## src/hw/rtl/dset_pkg.sv

```systemverilog
// shared types and constants of the day schedule event table
// used by dset_ctrl, dset_dp and day_schedule_event_table
`default_nettype none

package dset_pkg;

	localparam int ENTRIES = 16;
	localparam int IDX_W = $clog2(ENTRIES);
	localparam int CNT_W = $clog2(ENTRIES + 1);
	localparam int DATA_W = 32;
	localparam int TIME_W = 11;
	localparam int MIN_PER_HOUR = 60;

	// request modes
	localparam logic [1:0] MODE_TICK = 2'd0;
	localparam logic [1:0] MODE_ADD = 2'd1;
	localparam logic [1:0] MODE_REMOVE = 2'd2;
	localparam logic [1:0] MODE_LIST = 2'd3;

	// result status codes
	localparam logic [2:0] ST_OK = 3'd0;
	localparam logic [2:0] ST_EMPTY = 3'd1;
	localparam logic [2:0] ST_OVERFLOW = 3'd2;
	localparam logic [2:0] ST_UNDERFLOW = 3'd3;
	localparam logic [2:0] ST_FAIL = 3'd4;

	// datapath operations
	localparam logic [3:0] OP_NONE = 4'd0;
	localparam logic [3:0] OP_LOAD = 4'd1;
	localparam logic [3:0] OP_SCAN = 4'd2;
	localparam logic [3:0] OP_EMIT = 4'd3;
	localparam logic [3:0] OP_TICK_PEND = 4'd4;
	localparam logic [3:0] OP_TICK_T1 = 4'd5;
	localparam logic [3:0] OP_TICK_T2 = 4'd6;
	localparam logic [3:0] OP_ADD_W1 = 4'd7;
	localparam logic [3:0] OP_ADD_W2 = 4'd8;
	localparam logic [3:0] OP_REMOVE = 4'd9;
	localparam logic [3:0] OP_LIST = 4'd10;

	typedef struct packed {
		logic [3:0] op;
		logic [IDX_W-1:0] idx;
		logic [2:0] status;
	} cmd_t;

	typedef struct packed {
		logic count_zero;
		logic full;
		logic pend_valid;
		logic near_found;
		logic near_dup;
		logic near_le;
		logic hit_found;
		logic list_last;
		logic out_free;
	} stat_t;

endpackage

`default_nettype wire

```

## src/hw/rtl/dset_dp.sv

```systemverilog
// datapath: slot table, scan accumulators, pending pointer, output register
// depends on dset_pkg
`default_nettype none

module dset_dp (
	input wire logic clk,
	input wire logic arst_n,
	input wire dset_pkg::cmd_t cmd,
	output dset_pkg::stat_t stat,
	input wire logic [4:0] hour,
	input wire logic [5:0] minute,
	input wire logic [31:0] entry_data,
	output logic out_valid,
	input wire logic out_ready,
	output logic [2:0] status,
	output logic [4:0] out_hour,
	output logic [5:0] out_minute,
	output logic [31:0] out_data,
	output logic last
);

	localparam int IW = dset_pkg::IDX_W;
	localparam int CW = dset_pkg::CNT_W;
	localparam int TW = dset_pkg::TIME_W;
	localparam int DW = dset_pkg::DATA_W;

	// slot table
	logic used_q [dset_pkg::ENTRIES];
	logic [4:0] hour_q [dset_pkg::ENTRIES];
	logic [5:0] minute_q [dset_pkg::ENTRIES];
	logic [DW-1:0] payload_q [dset_pkg::ENTRIES];
	logic [IW-1:0] next_q [dset_pkg::ENTRIES];
	logic [IW-1:0] prev_q [dset_pkg::ENTRIES];

	// request and control state
	logic [4:0] req_hour_q;
	logic [5:0] req_minute_q;
	logic [DW-1:0] req_data_q;
	logic [TW-1:0] t_q;
	logic [CW-1:0] count_q;
	logic pvalid_q;
	logic [IW-1:0] pslot_q;

	// scan accumulators
	logic near_found_q;
	logic [IW-1:0] best_q;
	logic [TW-1:0] bdist_q;
	logic [TW-1:0] btime_q;
	logic free_found_q;
	logic [IW-1:0] free_q;
	logic hit_found_q;
	logic [IW-1:0] hit_q;
	logic lfound_q;
	logic [IW-1:0] lbest_q;
	logic [TW-1:0] ltime_q;
	logic list_first_q;
	logic [TW-1:0] last_t_q;
	logic [CW-1:0] emitted_q;
	logic [IW-1:0] nb_q;

	logic out_valid_q;
	logic [2:0] status_q;
	logic [4:0] out_hour_q;
	logic [5:0] out_minute_q;
	logic [DW-1:0] out_data_q;
	logic last_q;

	logic [IW-1:0] rd_addr;
	logic [TW-1:0] rd_time;
	logic [TW-1:0] t_dist;
	logic first;
	logic near_take, free_take, hit_take, list_take;
	logic after;
	logic [IW-1:0] nb;
	logic emit;
	logic [2:0] e_status;
	logic [4:0] e_hour;
	logic [5:0] e_minute;
	logic [DW-1:0] e_data;
	logic e_last;
	logic [TW-1:0] in_time;

	// single read address per cycle, chosen by the operation
	always_comb begin
		case (cmd.op)
			dset_pkg::OP_SCAN: rd_addr = cmd.idx;
			dset_pkg::OP_TICK_PEND: rd_addr = pslot_q;
			dset_pkg::OP_TICK_T2: rd_addr = nb_q;
			dset_pkg::OP_REMOVE: rd_addr = hit_q;
			dset_pkg::OP_LIST: rd_addr = lbest_q;
			default: rd_addr = best_q;
		endcase
	end

	assign rd_time = TW'(hour_q[rd_addr]) * TW'(dset_pkg::MIN_PER_HOUR)
		+ TW'(minute_q[rd_addr]);
	assign in_time = TW'(hour) * TW'(dset_pkg::MIN_PER_HOUR) + TW'(minute);
	assign t_dist = (t_q >= rd_time) ? (t_q - rd_time) : (rd_time - t_q);
	assign first = (cmd.idx == '0);

	// scan candidate tests, earlier results ignored on the first slot
	assign near_take = used_q[rd_addr] && (first || !near_found_q || t_dist <= bdist_q);
	assign free_take = !used_q[rd_addr] && (first || !free_found_q);
	assign hit_take = used_q[rd_addr] && (rd_time == t_q) && (first || !hit_found_q);
	assign list_take = used_q[rd_addr] && (list_first_q || rd_time > last_t_q)
		&& (first || !lfound_q || rd_time < ltime_q);

	assign after = t_q > btime_q;
	assign nb = after ? next_q[best_q] : prev_q[best_q];

	// result selection
	always_comb begin
		emit = 1'b0;
		e_status = cmd.status;
		e_hour = '0;
		e_minute = '0;
		e_data = '0;
		e_last = 1'b1;
		case (cmd.op)
			dset_pkg::OP_EMIT: begin
				emit = 1'b1;
			end
			dset_pkg::OP_TICK_PEND: begin
				emit = 1'b1;
				if (rd_time == t_q) begin
					e_status = dset_pkg::ST_OK;
					e_data = payload_q[rd_addr];
				end else begin
					e_status = dset_pkg::ST_EMPTY;
				end
			end
			dset_pkg::OP_TICK_T1: begin
				emit = (t_q >= btime_q);
				e_status = dset_pkg::ST_OK;
				e_data = payload_q[rd_addr];
			end
			dset_pkg::OP_TICK_T2: begin
				emit = 1'b1;
				e_status = dset_pkg::ST_OK;
				e_data = payload_q[rd_addr];
			end
			dset_pkg::OP_ADD_W2, dset_pkg::OP_REMOVE: begin
				emit = 1'b1;
				e_status = dset_pkg::ST_OK;
			end
			dset_pkg::OP_LIST: begin
				emit = 1'b1;
				e_status = dset_pkg::ST_OK;
				e_hour = hour_q[rd_addr];
				e_minute = minute_q[rd_addr];
				e_data = payload_q[rd_addr];
				e_last = stat.list_last;
			end
			default: begin
				emit = 1'b0;
			end
		endcase
	end

	// table contents, no reset needed
	always_ff @(posedge clk) begin
		case (cmd.op)
			dset_pkg::OP_ADD_W1: begin
				hour_q[free_q] <= req_hour_q;
				minute_q[free_q] <= req_minute_q;
				payload_q[free_q] <= req_data_q;
				if (!near_found_q) begin
					next_q[free_q] <= free_q;
					prev_q[free_q] <= free_q;
				end else if (after) begin
					next_q[free_q] <= nb;
					prev_q[free_q] <= best_q;
				end else begin
					next_q[free_q] <= best_q;
					prev_q[free_q] <= nb;
				end
			end
			dset_pkg::OP_ADD_W2: begin
				if (near_found_q) begin
					if (after) begin
						prev_q[nb_q] <= free_q;
						next_q[best_q] <= free_q;
					end else begin
						next_q[nb_q] <= free_q;
						prev_q[best_q] <= free_q;
					end
				end
			end
			dset_pkg::OP_REMOVE: begin
				next_q[prev_q[rd_addr]] <= next_q[rd_addr];
				prev_q[next_q[rd_addr]] <= prev_q[rd_addr];
			end
			default: begin
			end
		endcase
	end

	// request capture and scan accumulators
	always_ff @(posedge clk) begin
		case (cmd.op)
			dset_pkg::OP_LOAD: begin
				req_hour_q <= hour;
				req_minute_q <= minute;
				req_data_q <= entry_data;
				t_q <= in_time;
				list_first_q <= 1'b1;
				emitted_q <= '0;
			end
			dset_pkg::OP_SCAN: begin
				// found flags restart on the first slot
				near_found_q <= near_take || (!first && near_found_q);
				free_found_q <= free_take || (!first && free_found_q);
				hit_found_q <= hit_take || (!first && hit_found_q);
				lfound_q <= list_take || (!first && lfound_q);
				if (near_take) begin
					best_q <= rd_addr;
					bdist_q <= t_dist;
					btime_q <= rd_time;
				end
				if (free_take) begin
					free_q <= rd_addr;
				end
				if (hit_take) begin
					hit_q <= rd_addr;
				end
				if (list_take) begin
					lbest_q <= rd_addr;
					ltime_q <= rd_time;
				end
			end
			dset_pkg::OP_TICK_T1: begin
				nb_q <= prev_q[best_q];
			end
			dset_pkg::OP_ADD_W1: begin
				nb_q <= nb;
			end
			dset_pkg::OP_LIST: begin
				list_first_q <= 1'b0;
				last_t_q <= rd_time;
				emitted_q <= emitted_q + CW'(1);
			end
			default: begin
			end
		endcase
	end

	// control state: used flags, count, pending pointer
	always_ff @(posedge clk or negedge arst_n) begin
		if (!arst_n) begin
			for (int i = 0; i < dset_pkg::ENTRIES; i++) begin
				used_q[i] <= 1'b0;
			end
			count_q <= '0;
			pvalid_q <= 1'b0;
			pslot_q <= '0;
		end else begin
			case (cmd.op)
				dset_pkg::OP_TICK_PEND: begin
					if (rd_time == t_q) begin
						pslot_q <= next_q[rd_addr];
					end
				end
				dset_pkg::OP_TICK_T1: begin
					if (t_q >= btime_q) begin
						pslot_q <= next_q[best_q];
						pvalid_q <= 1'b1;
					end
				end
				dset_pkg::OP_TICK_T2: begin
					pslot_q <= best_q;
					pvalid_q <= 1'b1;
				end
				dset_pkg::OP_ADD_W1: begin
					used_q[free_q] <= 1'b1;
					count_q <= count_q + CW'(1);
				end
				dset_pkg::OP_REMOVE: begin
					used_q[rd_addr] <= 1'b0;
					count_q <= count_q - CW'(1);
					if (count_q == CW'(1)) begin
						pvalid_q <= 1'b0;
						pslot_q <= '0;
					end else if (pvalid_q && pslot_q == rd_addr) begin
						pslot_q <= next_q[rd_addr];
					end
				end
				default: begin
				end
			endcase
		end
	end

	// output register
	always_ff @(posedge clk or negedge arst_n) begin
		if (!arst_n) begin
			out_valid_q <= 1'b0;
		end else if (emit) begin
			out_valid_q <= 1'b1;
		end else if (out_ready) begin
			out_valid_q <= 1'b0;
		end
	end

	always_ff @(posedge clk) begin
		if (emit) begin
			status_q <= e_status;
			out_hour_q <= e_hour;
			out_minute_q <= e_minute;
			out_data_q <= e_data;
			last_q <= e_last;
		end
	end

	// status toward the controller
	assign stat.count_zero = (count_q == '0);
	assign stat.full = (count_q >= CW'(dset_pkg::ENTRIES));
	assign stat.pend_valid = pvalid_q;
	assign stat.near_found = near_found_q;
	assign stat.near_dup = (t_q == btime_q);
	assign stat.near_le = (t_q >= btime_q);
	assign stat.hit_found = hit_found_q;
	assign stat.list_last = (count_q == emitted_q + CW'(1));
	assign stat.out_free = !out_valid_q || out_ready;

	assign out_valid = out_valid_q;
	assign status = status_q;
	assign out_hour = out_hour_q;
	assign out_minute = out_minute_q;
	assign out_data = out_data_q;
	assign last = last_q;

endmodule

`default_nettype wire

```

## src/hw/rtl/dset_ctrl.sv

```systemverilog
// controller state machine: sequences scan, decision and update steps
// depends on dset_pkg
`default_nettype none

module dset_ctrl (
	input wire logic clk,
	input wire logic arst_n,
	input wire logic in_valid,
	output logic in_ready,
	input wire logic [1:0] mode,
	input wire dset_pkg::stat_t stat,
	output dset_pkg::cmd_t cmd
);

	localparam logic [3:0] S_IDLE = 4'd0;
	localparam logic [3:0] S_SCAN = 4'd1;
	localparam logic [3:0] S_DECIDE = 4'd2;
	localparam logic [3:0] S_EMIT = 4'd3;
	localparam logic [3:0] S_TICK_PEND = 4'd4;
	localparam logic [3:0] S_TICK_T1 = 4'd5;
	localparam logic [3:0] S_TICK_T2 = 4'd6;
	localparam logic [3:0] S_ADD_W1 = 4'd7;
	localparam logic [3:0] S_ADD_W2 = 4'd8;
	localparam logic [3:0] S_REMOVE = 4'd9;
	localparam logic [3:0] S_LIST = 4'd10;

	logic [3:0] state_q, state_d;
	logic [dset_pkg::IDX_W-1:0] idx_q, idx_d;
	logic [1:0] mode_q;
	logic [2:0] st_q, st_d;
	logic accept;

	assign in_ready = (state_q == S_IDLE);
	assign accept = in_valid && in_ready;

	// next state and command
	always_comb begin
		state_d = state_q;
		idx_d = idx_q;
		st_d = st_q;
		cmd.op = dset_pkg::OP_NONE;
		cmd.idx = idx_q;
		cmd.status = st_q;
		case (state_q)
			S_IDLE: begin
				if (accept) begin
					cmd.op = dset_pkg::OP_LOAD;
					idx_d = '0;
					state_d = S_SCAN;
				end
			end
			S_SCAN: begin
				cmd.op = dset_pkg::OP_SCAN;
				idx_d = idx_q + dset_pkg::IDX_W'(1);
				if (idx_q == dset_pkg::IDX_W'(dset_pkg::ENTRIES - 1)) begin
					idx_d = '0;
					state_d = (mode_q == dset_pkg::MODE_LIST && !stat.count_zero)
						? S_LIST : S_DECIDE;
				end
			end
			S_DECIDE: begin
				state_d = S_EMIT;
				case (mode_q)
					dset_pkg::MODE_TICK: begin
						if (stat.count_zero) begin
							st_d = dset_pkg::ST_EMPTY;
						end else if (stat.pend_valid) begin
							state_d = S_TICK_PEND;
						end else begin
							state_d = S_TICK_T1;
						end
					end
					dset_pkg::MODE_ADD: begin
						if (stat.full) begin
							st_d = dset_pkg::ST_OVERFLOW;
						end else if (stat.near_found && stat.near_dup) begin
							st_d = dset_pkg::ST_FAIL;
						end else begin
							state_d = S_ADD_W1;
						end
					end
					dset_pkg::MODE_REMOVE: begin
						if (stat.count_zero) begin
							st_d = dset_pkg::ST_UNDERFLOW;
						end else if (!stat.hit_found) begin
							st_d = dset_pkg::ST_FAIL;
						end else begin
							state_d = S_REMOVE;
						end
					end
					default: begin
						st_d = dset_pkg::ST_FAIL;
					end
				endcase
			end
			S_EMIT: begin
				if (stat.out_free) begin
					cmd.op = dset_pkg::OP_EMIT;
					state_d = S_IDLE;
				end
			end
			S_TICK_PEND: begin
				if (stat.out_free) begin
					cmd.op = dset_pkg::OP_TICK_PEND;
					state_d = S_IDLE;
				end
			end
			S_TICK_T1: begin
				if (stat.out_free) begin
					cmd.op = dset_pkg::OP_TICK_T1;
					state_d = stat.near_le ? S_IDLE : S_TICK_T2;
				end
			end
			S_TICK_T2: begin
				if (stat.out_free) begin
					cmd.op = dset_pkg::OP_TICK_T2;
					state_d = S_IDLE;
				end
			end
			S_ADD_W1: begin
				cmd.op = dset_pkg::OP_ADD_W1;
				state_d = S_ADD_W2;
			end
			S_ADD_W2: begin
				if (stat.out_free) begin
					cmd.op = dset_pkg::OP_ADD_W2;
					state_d = S_IDLE;
				end
			end
			S_REMOVE: begin
				if (stat.out_free) begin
					cmd.op = dset_pkg::OP_REMOVE;
					state_d = S_IDLE;
				end
			end
			S_LIST: begin
				if (stat.out_free) begin
					cmd.op = dset_pkg::OP_LIST;
					state_d = stat.list_last ? S_IDLE : S_SCAN;
				end
			end
			default: begin
				state_d = S_IDLE;
			end
		endcase
	end

	always_ff @(posedge clk or negedge arst_n) begin
		if (!arst_n) begin
			state_q <= S_IDLE;
			idx_q <= '0;
			mode_q <= dset_pkg::MODE_TICK;
			st_q <= dset_pkg::ST_OK;
		end else begin
			state_q <= state_d;
			idx_q <= idx_d;
			st_q <= st_d;
			if (accept) begin
				mode_q <= mode;
			end
		end
	end

endmodule

`default_nettype wire

```

## src/hw/rtl/day_schedule_event_table.sv

```systemverilog
// Day schedule event table: 16 timed entries kept in a circular linked list.
// A request (mode, hour, minute, entry_data) enters on in_valid/in_ready.
// Mode tick fires the pending entry's payload, add inserts an entry, remove
// unlinks one, and list returns every entry in time order, one result each.
// Results leave on out_valid/out_ready; last marks the final result of a
// request. Each request starts with a scan of all 16 slots, one slot a cycle,
// followed by a decision state and the update or result states; a list
// request on a non-empty table skips the decision and scans all slots again
// before each entry it returns, and the next request is taken once the
// controller is back in idle. The slot scan goes through the single read port.
// Only one request is worked on at a time; in_ready is high while the block
// is idle, and a finished result may still sit in the output register while
// the next request is taken. When the receiver stalls, the controller holds
// before writing the next result and nothing is dropped.
// Reset empties the table and clears the pending entry; slot contents are
// left as they are and are never read before being written.
// depends on dset_pkg, dset_ctrl, dset_dp
`default_nettype none

module day_schedule_event_table (
	input wire logic clk,
	input wire logic arst_n,
	input wire logic in_valid,
	output logic in_ready,
	input wire logic [1:0] mode,
	input wire logic [4:0] hour,
	input wire logic [5:0] minute,
	input wire logic [31:0] entry_data,
	output logic out_valid,
	input wire logic out_ready,
	output logic [2:0] status,
	output logic [4:0] out_hour,
	output logic [5:0] out_minute,
	output logic [31:0] out_data,
	output logic last
);

	dset_pkg::cmd_t cmd;
	dset_pkg::stat_t stat;

	dset_ctrl u_ctrl (
		.clk(clk),
		.arst_n(arst_n),
		.in_valid(in_valid),
		.in_ready(in_ready),
		.mode(mode),
		.stat(stat),
		.cmd(cmd)
	);

	dset_dp u_dp (
		.clk(clk),
		.arst_n(arst_n),
		.cmd(cmd),
		.stat(stat),
		.hour(hour),
		.minute(minute),
		.entry_data(entry_data),
		.out_valid(out_valid),
		.out_ready(out_ready),
		.status(status),
		.out_hour(out_hour),
		.out_minute(out_minute),
		.out_data(out_data),
		.last(last)
	);

endmodule

`default_nettype wire

```

## config.mk

```make
export PLATFORM = sky130hd
export DESIGN_NAME = day_schedule_event_table
export DESIGN_NICKNAME = d
export VERILOG_FILES = /design/src/hw/rtl/dset_pkg.sv /design/src/hw/rtl/dset_dp.sv /design/src/hw/rtl/dset_ctrl.sv /design/src/hw/rtl/day_schedule_event_table.sv
export SDC_FILE = /design/constraint.sdc
export NUM_CORES = 1
export LEC_CHECK = 0
export BUFFER_PORTS_ARGS = -buffer_cell sky130_fd_sc_hd__buf_2
export CAP_MARGIN = 20
export CORE_MARGIN = 1
export CORE_UTILIZATION = 35
export DETAILED_ROUTE_END_ITERATION = 12
export SKIP_LAST_GASP = 1
export SYNTH_ARGS = -nofsm -noshare
export SYNTH_HDL_FRONTEND = slang
export SYNTH_SLANG_ARGS = --single-unit
```

## constraint.sdc

```tcl
create_clock -name clk -period 12.45 [get_ports clk]
set_input_delay 0.6225 -clock clk [delete_from_list [all_inputs] [get_ports clk]]
set_output_delay 0.6225 -clock clk [all_outputs]
set_load 0.01 [all_outputs]
```

Yosys cells after proc, flatten, opt, wreduce, memory -nomap -nowiden

Memories as Yosys holds them, arrays and structs flattened. A register that Yosys moved wholly into a read port is not among the register bits.
Cells that the tools add are included.
Widths: inputs -> output; s select.

$add $sub $neg: 8
Multiply operators: 2
Divide/modulo/power cells: 0
$lt $le $gt $ge: 11
Equality and inequality tests: 41
Shift operators: 0
Mux-type cells: 107
Bitwise operators: 9
Reductions and logical operators: 66

Operator list:

| cell                | number |
|---|---|
| $mux 4              | 38 |
| $pmux 32 s2         | 1 |
| $pmux 4 s10         | 1 |
| $mux 1              | 37 |
| $eq 4x3->1 const B  | 8 |
| $mux 32             | 1 |
| $pmux 16 s2         | 1 |
| $mux 3              | 10 |
| $eq 4x4->1 const B  | 7 |
| $pmux 4 s7          | 1 |
| $reduce_or 4->1     | 6 |
| $add 11x6->11       | 2 |
| $eq 11x11->1        | 2 |
| $ge 11x11->1        | 2 |
| $gt 11x11->1        | 2 |
| $sub 11x11->11      | 2 |
| $pmux 4 s5          | 1 |
| $pmux 5 s2          | 2 |
| $mul 5x4->9 const B | 2 |
| $and 16x16->16      | 1 |
| $eq 4x2->1 const B  | 4 |
| $logic_and 1x1->1   | 16 |
| $not 16->16         | 1 |
| $or 16x16->16       | 1 |
| other kinds (46)    | 95 |

Register bits after elaboration: 215
Bits in latches: 0
RAM bits: 816
Memory bits (read-only): 0
Bits of input ports: 49
Output and inout port bits: 49
Word-level logic and storage cells: 297
Memories: 5

Memory list:

| memory         | depth | width | read ports | clocked after memory_dff | wr ports | line          | text |
|---|---|---|---|---|---|---|---|
| u_dp.payload_q | 16    | 32    | 1          | 0                        | 1        | dset_dp.sv:31 | `logic [DW-1:0] payload_q [dset_pkg::ENTRIES];` |
| u_dp.minute_q  | 16    | 6     | 1          | 0                        | 1        | dset_dp.sv:30 | `logic [5:0] minute_q [dset_pkg::ENTRIES];` |
| u_dp.hour_q    | 16    | 5     | 1          | 0                        | 1        | dset_dp.sv:29 | `logic [4:0] hour_q [dset_pkg::ENTRIES];` |
| u_dp.next_q    | 16    | 4     | 2          | 1                        | 1        | dset_dp.sv:32 | `logic [IW-1:0] next_q [dset_pkg::ENTRIES];` |
| u_dp.prev_q    | 16    | 4     | 2          | 1                        | 1        | dset_dp.sv:33 | `logic [IW-1:0] prev_q [dset_pkg::ENTRIES];` |

Longest topological paths before layout

An unclocked memory read counts as a cell.

Depth in word-level cells: 16
Mapped depth: 55

Cells and area by module

A second synthesis with hierarchy kept.

Cells, all modules: 3572
Area, all modules: 46728.6 µm²

Modules (own cells, without submodules):

| module    | times used | cells each | area an instance (µm²) |
|---|---|---|---|
| dset_dp   | 1          | 3467       | 45727.6 |
| dset_ctrl | 1          | 105        | 1001.0 |

Least setup slack after synthesis

Ideal clock, no wire load.

Kind: input to register
Start point: input out_ready
End point: register u_dp.bdist_q[0], enable pin
Arrival: 11.020 ns
Setup slack: 1.050 ns
Cell stages on the path: 51
Buffers on the path: 9
Cells stage by stage: nand2b_1 buf_2 o2bb2ai_2 a21oi_2 o21ai_4 inv_2 buf_6 buf_6 clkbuf_1 clkbuf_1 clkbuf_1 clkbuf_1 buf_1 nand3_1 nand3_1 and3_1 inv_1 fa_1 [... 15 more ...] o21ai_1 buf_6 mux2_1 ha_1 nor2b_1 o21a_1 o21a_1 o21a_1 o21a_1 o21ai_0 nand2b_1 a21oi_1 nor2b_1 o21ai_0 nand2b_1 a21oi_1 o311ai_1 inv_1

Cells in the longest elaborated chain, start to end: 14
Elaborated cells on any way between the ends: 31
Those cells by class: add/sub: 3; mul: 1; order compare: 2; eq/ne: 5; mux: 13; bitwise: 1; reduce/logical: 4; memory: 2

Ends and longest elaborated chain:

| element                             | line                           | text |
|---|---|---|
| start: declaration                  | day_schedule_event_table.sv:30 | `input wire logic out_ready,` |
| $logic_or 1x1->1 *                  | dset_dp.sv:323                 | `assign stat.out_free = !out_valid_q \|\| out_ready;` |
| $mux 4 (tied with other cells)      | dset_ctrl.sv:131               | `if (stat.out_free) begin` |
| $pmux 4 s10 *                       | dset_ctrl.sv:44                | `case (state_q)` |
| $eq 4x4->1 (tied with other cells)  | dset_dp.sv:85                  | `case (cmd.op)` |
| $pmux 4 s5 *                        | dset_dp.sv:85                  |  |
| $mem_v2 16x5                        | n/a                            |  |
| $mul 5x4->9                         | dset_dp.sv:95                  | `assign rd_time = TW'(hour_q[rd_addr]) * TW'(dset_pkg::MIN_PER_HOUR)` |
| $add 11x6->11 *                     | dset_dp.sv:96                  | `+ TW'(minute_q[rd_addr]);` |
| $ge 11x11->1                        | dset_dp.sv:98                  | `assign t_dist = (t_q >= rd_time) ? (t_q - rd_time) : (rd_time - t_q);` |
| $mux 11 *                           | dset_dp.sv:98                  |  |
| via u_dp.t_dist[1]                  | dset_dp.sv:70                  | `logic [TW-1:0] t_dist;` |
| $le 11x11->1 *                      | dset_dp.sv:102                 | `assign near_take = used_q[rd_addr] && (first \|\| !near_found_q \|\| t_dist <= bdist_q);` |
| $logic_or 1x1->1 *                  | dset_dp.sv:102                 |  |
| $logic_and 1x1->1 *                 | dset_dp.sv:102                 |  |
| $reduce_and 2->1 (no source line) * | n/a                            |  |
| end signal: assignment              | dset_dp.sv:217                 | `bdist_q <= t_dist;` |
| end: declaration                    | dset_dp.sv:47                  | `logic [TW-1:0] bdist_q;` |

The timed path passes the listed nets; every way through them passes the cells marked *. The select of a mux whose other input is x is not followed.
A chain may end at the register's enable or synchronous reset.

Final worst setup path

Start point: register u_ctrl.state_q[0]
End point: register u_dp.bdist_q[9], enable pin

Cells in the longest elaborated chain, start to end: 15
Elaborated cells on any way between the ends: 35
Those cells by class: add/sub: 3; mul: 1; order compare: 2; eq/ne: 14; mux: 7; bitwise: 1; reduce/logical: 5; memory: 2

Ends and longest elaborated chain:

| element                                        | line                             | text |
|---|---|---|
| start: declaration                             | dset_ctrl.sv:27                  | `logic [3:0] state_q, state_d;` |
| start signal: assignment                       | dset_ctrl.sv:155                 | `state_q <= state_d;` |
| $logic_not 4->1                                | dset_ctrl.sv:33, dset_ctrl.sv:44 |  |
| $logic_and 1x1->1                              | dset_ctrl.sv:34                  | `assign accept = in_valid && in_ready;` |
| $mux 1                                         | dset_ctrl.sv:46                  | `if (accept) begin` |
| $pmux 4 s10 *                                  | dset_ctrl.sv:44                  |  |
| $eq 4x4->1 (tied with other cells)             | dset_dp.sv:85                    |  |
| $pmux 4 s5 *                                   | dset_dp.sv:85                    |  |
| $mem_v2 16x5                                   | n/a                              |  |
| $mul 5x4->9                                    | dset_dp.sv:95                    |  |
| $add 11x6->11 *                                | dset_dp.sv:96                    |  |
| $sub 11x11->11 or $ge 11x11->1 (tied branches) | dset_dp.sv:98                    |  |
| $mux 11 *                                      | dset_dp.sv:98                    |  |
| via u_dp.t_dist[2]                             | dset_dp.sv:70                    |  |
| $le 11x11->1 *                                 | dset_dp.sv:102                   |  |
| $logic_or 1x1->1 *                             | dset_dp.sv:102                   |  |
| $logic_and 1x1->1 *                            | dset_dp.sv:102                   |  |
| $reduce_and 2->1 (no source line) *            | n/a                              |  |

Marked as above.

==> metrics <==
outcome=finished, final reports clean; postcts setup bufs=0; initial antenna violation count=1; final core occ=39.9%; DRT Pass-1 Iters=6; global routing usage on met3=2.97%; post_cts resized=0; Vert. Die Dim=363 um; Final Max Tran Viols=0; clk slew on worst S/H paths=0.06 ns; CP Capture Point=u_dp.bdist_q[9]$_DFFE_PP_; First DRT Iteration DRCs=3067; critical path depth in cells=46; Worst Setup SP=u_ctrl.state_q[0]$_DFFE_PN0P_; Syn Area/Cell=12.8 um2; Syn-to-layout area delta=13.1%; worst r2r dst=u_dp.bdist_q[9]$_DFFE_PP_; synthesized instance count=3557; Sink Count=1033; Total Wirelength=120 mm; final hold violation count=0; Mapped Area=0.0456 mm2; vias in the first global route=27900; CP Capture Type=register; routing usage on met2=28.8%; R2R depth=46; # setup viols final=0; critical path arrival=11.87 ns; io pins=98; Seq cells post-synth=1033; IO buf count=97; CTS root buffer=clkbuf_16; prevailing post-synth register cell=edfxtp_1; GRT Total Usage=18.0%; Least-Margin Pin Slew=1.10 ns; Synth top area share=65.1%; CP max stage cell=dfrtp_1; first-pass GRT wire length=180 mm; Synth Net Count=3722; global route overflow=0; hold_buf cts=0; clk buf depth=3; H-Tree Depth=3; part of the Yosys area used for sequential elements=67.5%; drc violations=0; Total Neg Setup Slack=0 ns; GRT Max-Usage Layer=met2; ys async rst share=3.87%; critical path launch point type=register; R2R Setup Slk=0.92 ns; die area=0.132 mm2; Synth cell types=96; synth warn=0; Reg-to-Reg Start=u_ctrl.state_q[0]$_DFFE_PN0P_; max frequency=0.0867 GHz; share of cells above drive strength 1=12.9%; total number of vias=28900; gp weighted congestion=0.850; Max-Cap Viols=0; Post-DP HPWL=67.7 mm; DP Area=0.0481 mm2; Placement Rows=132; synth top area cells=edfxtp_1, nand2_1, nand3_1; Hold Crit Class=primary input to register; GRT met1 Usage=25.4%; total CTS buffers=104; vias per inst=5.29; clock tree from TritonCTS=yes; crit path buf inv count=7; Avg WL per Cell=22.0 um; fin crit share=92.6%; Worst Path Max Fanout=26; largest net degree at the start of global routing=153; CP max stage delay=0.68 ns; RSZ-0062 raised after global routing=false; minimum clock period=11.53 ns; Initial Utilization=35.3%; worst skew pair latency=0.72 ns; Die X=363 um; Layout Skew=0.0491 ns; CP Class=register to register; Final Cell Area=0.0516 mm2; CP top delay family=compound AO/OA/AOI/OAI gates; largest area contributor in the netlist=edfxtp_1; post-layout net count=3800; number of flops mapped to enable cells by yosys=989; Core ar.=0.129 mm2; Req. time, crit path=12.78 ns; Slew HR=26.3%; ANT nets after route=0
[placed cells by master (no fill, tap or decap), types with 15 or more instances in the layout]
master / Yosys / layout
clkbuf_16: 0 / 105
fa_1: 16 / 16
inv_1: 125 / 125
mux2i_1: 15 / 15
clkinv_2: 0 / 19
o21a_1: 24 / 24
nor4_2: 29 / 29
a31oi_1: 93 / 93
o22ai_1: 35 / 35
nor2_1: 90 / 77
clkinv_1: 1 / 29
dfrtp_1: 40 / 40
buf_4: 2 / 65
xnor2_1: 33 / 33
mux4_2: 46 / 46
a21oi_1: 134 / 134
nand4_1: 17 / 17
xor2_1: 17 / 17
nand3_1: 257 / 256
and3_1: 94 / 94
buf_2: 15 / 98
nand2_1: 842 / 841
o21ai_0: 54 / 54
clkbuf_1: 135 / 16
o211ai_1: 23 / 23
edfxtp_1: 989 / 989
a21o_1: 19 / 19
ha_1: 100 / 100
[stage by stage]
step	hold WS, ns	worst slack (ns)	cells
5_1_grt	0.0593	0.0926	5468
3_3_place_gp	0.457	0.754	5268
6_report	0.0826	0.917	5469
4_1_cts	0.0414	1.01	5466
3_5_place_dp	0.466	0.909	5269
2_1_floorplan	0.327	1.05	3557
[state kept, by name, summed over array words and instances (netlist names), 5 cells and up, named ones only]
| register | flops |
|---|---|
| u_dp.minute_q | 96 |
| u_dp.emitted_q | 5 |
| u_dp.req_data_q | 32 |
| u_dp.req_hour_q | 5 |
| u_dp.out_data | 32 |
| u_dp.count_q | 5 |
| u_dp.btime_q | 11 |
| u_dp.prev_q | 64 |
| u_dp.used_q | 16 |
| u_dp.hour_q | 80 |
| u_dp.last_t_q | 11 |
| u_dp.t_q | 11 |
| u_dp.bdist_q | 11 |
| u_dp.next_q | 64 |
| u_dp.payload_q | 512 |
| u_dp.ltime_q | 11 |
| u_dp.out_minute | 6 |
| u_dp.out_hour | 5 |
[how the worst min path moves through the flow]
stage / start / to / depth (start not counted)
after floorplan: arst_n / u_ctrl.idx_q[0]$_DFFE_PN0P_ / 0
after global placement: u_ctrl.st_q[1]$_DFFE_PN0P_ / u_ctrl.st_q[1]$_DFFE_PN0P_ / 2
after detailed placement: u_ctrl.st_q[1]$_DFFE_PN0P_ / u_ctrl.st_q[1]$_DFFE_PN0P_ / 2
after CTS: entry_data[17] / u_dp.req_data_q[17]$_DFFE_PN_ / 1
after global routing: entry_data[17] / u_dp.req_data_q[17]$_DFFE_PN_ / 1
final: entry_data[17] / u_dp.req_data_q[17]$_DFFE_PN_ / 1
[synthesized netlist by cell type (6+ instances only)]
| cell type | n |
|---|---|
| a211oi_1 | 13 |
| a21o_1 | 19 |
| a21oi_1 | 134 |
| a221oi_1 | 13 |
| a22oi_1 | 11 |
| a311oi_1 | 10 |
| a31oi_1 | 93 |
| a32oi_1 | 6 |
| and2_1 | 12 |
| and2b_1 | 6 |
| and3_1 | 94 |
| buf_1 | 32 |
| buf_2 | 15 |
| buf_6 | 10 |
| clkbuf_1 | 135 |
| dfrtp_1 | 40 |
| edfxtp_1 | 989 |
| fa_1 | 16 |
| ha_1 | 100 |
| inv_1 | 125 |
| mux2_2 | 12 |
| mux2i_1 | 15 |
| mux4_2 | 46 |
| nand2_1 | 842 |
| nand2b_1 | 12 |
| nand3_1 | 257 |
| nand3b_1 | 7 |
| nand4_1 | 17 |
| nor2_1 | 90 |
| nor2b_1 | 14 |
| nor3_1 | 19 |
| nor4_1 | 6 |
| nor4_2 | 29 |
| o211ai_1 | 23 |
| o21a_1 | 24 |
| o21ai_0 | 54 |
| o21bai_1 | 10 |
| o22ai_1 | 35 |
| o31ai_1 | 7 |
| o32a_1 | 12 |
| or2_2 | 8 |
| or4_1 | 7 |
| xnor2_1 | 33 |
| xor2_1 | 17 |
[cell type report]
class | count | area [um2]
diodes | 1 | 2.50
clock inverters | 71 | 657
flip-flops and latches | 1033 | 30800
multi-input cells | 2200 | 13700
repair buffers | 167 | 1050
clock buffers | 126 | 2760
well taps | 1742 | 2180
fillers | 12000 | 77700
inverters | 129 | 499
[layer usage]
metal	vias up	wire length [um]	share of wire, %
li1	13300	-	-
met1	14500	53500	44
met2	1012	56100	47
met3	165	8220	6.8
met4	0	2600	2.2
met5	-	0	0
[cells by family after synthesis]
| group | Yosys count | share of synthesized area, % |
|---|---|---|
| XOR/XNOR | 53 | 1.07 |
| AND/OR/NAND/NOR | 1439 | 14.5 |
| flip-flops | 1033 | 67.5 |
| AO/OA/AOI/OAI | 514 | 7.58 |
| multiplexers | 75 | 2.96 |
| buffers and inverters | 324 | 2.92 |
| adder cells (fa/ha/maj) | 119 | 3.51 |
Power is not shown: default switching activity piles up to over one toggle a cycle in this logic, so the estimate is an artifact.
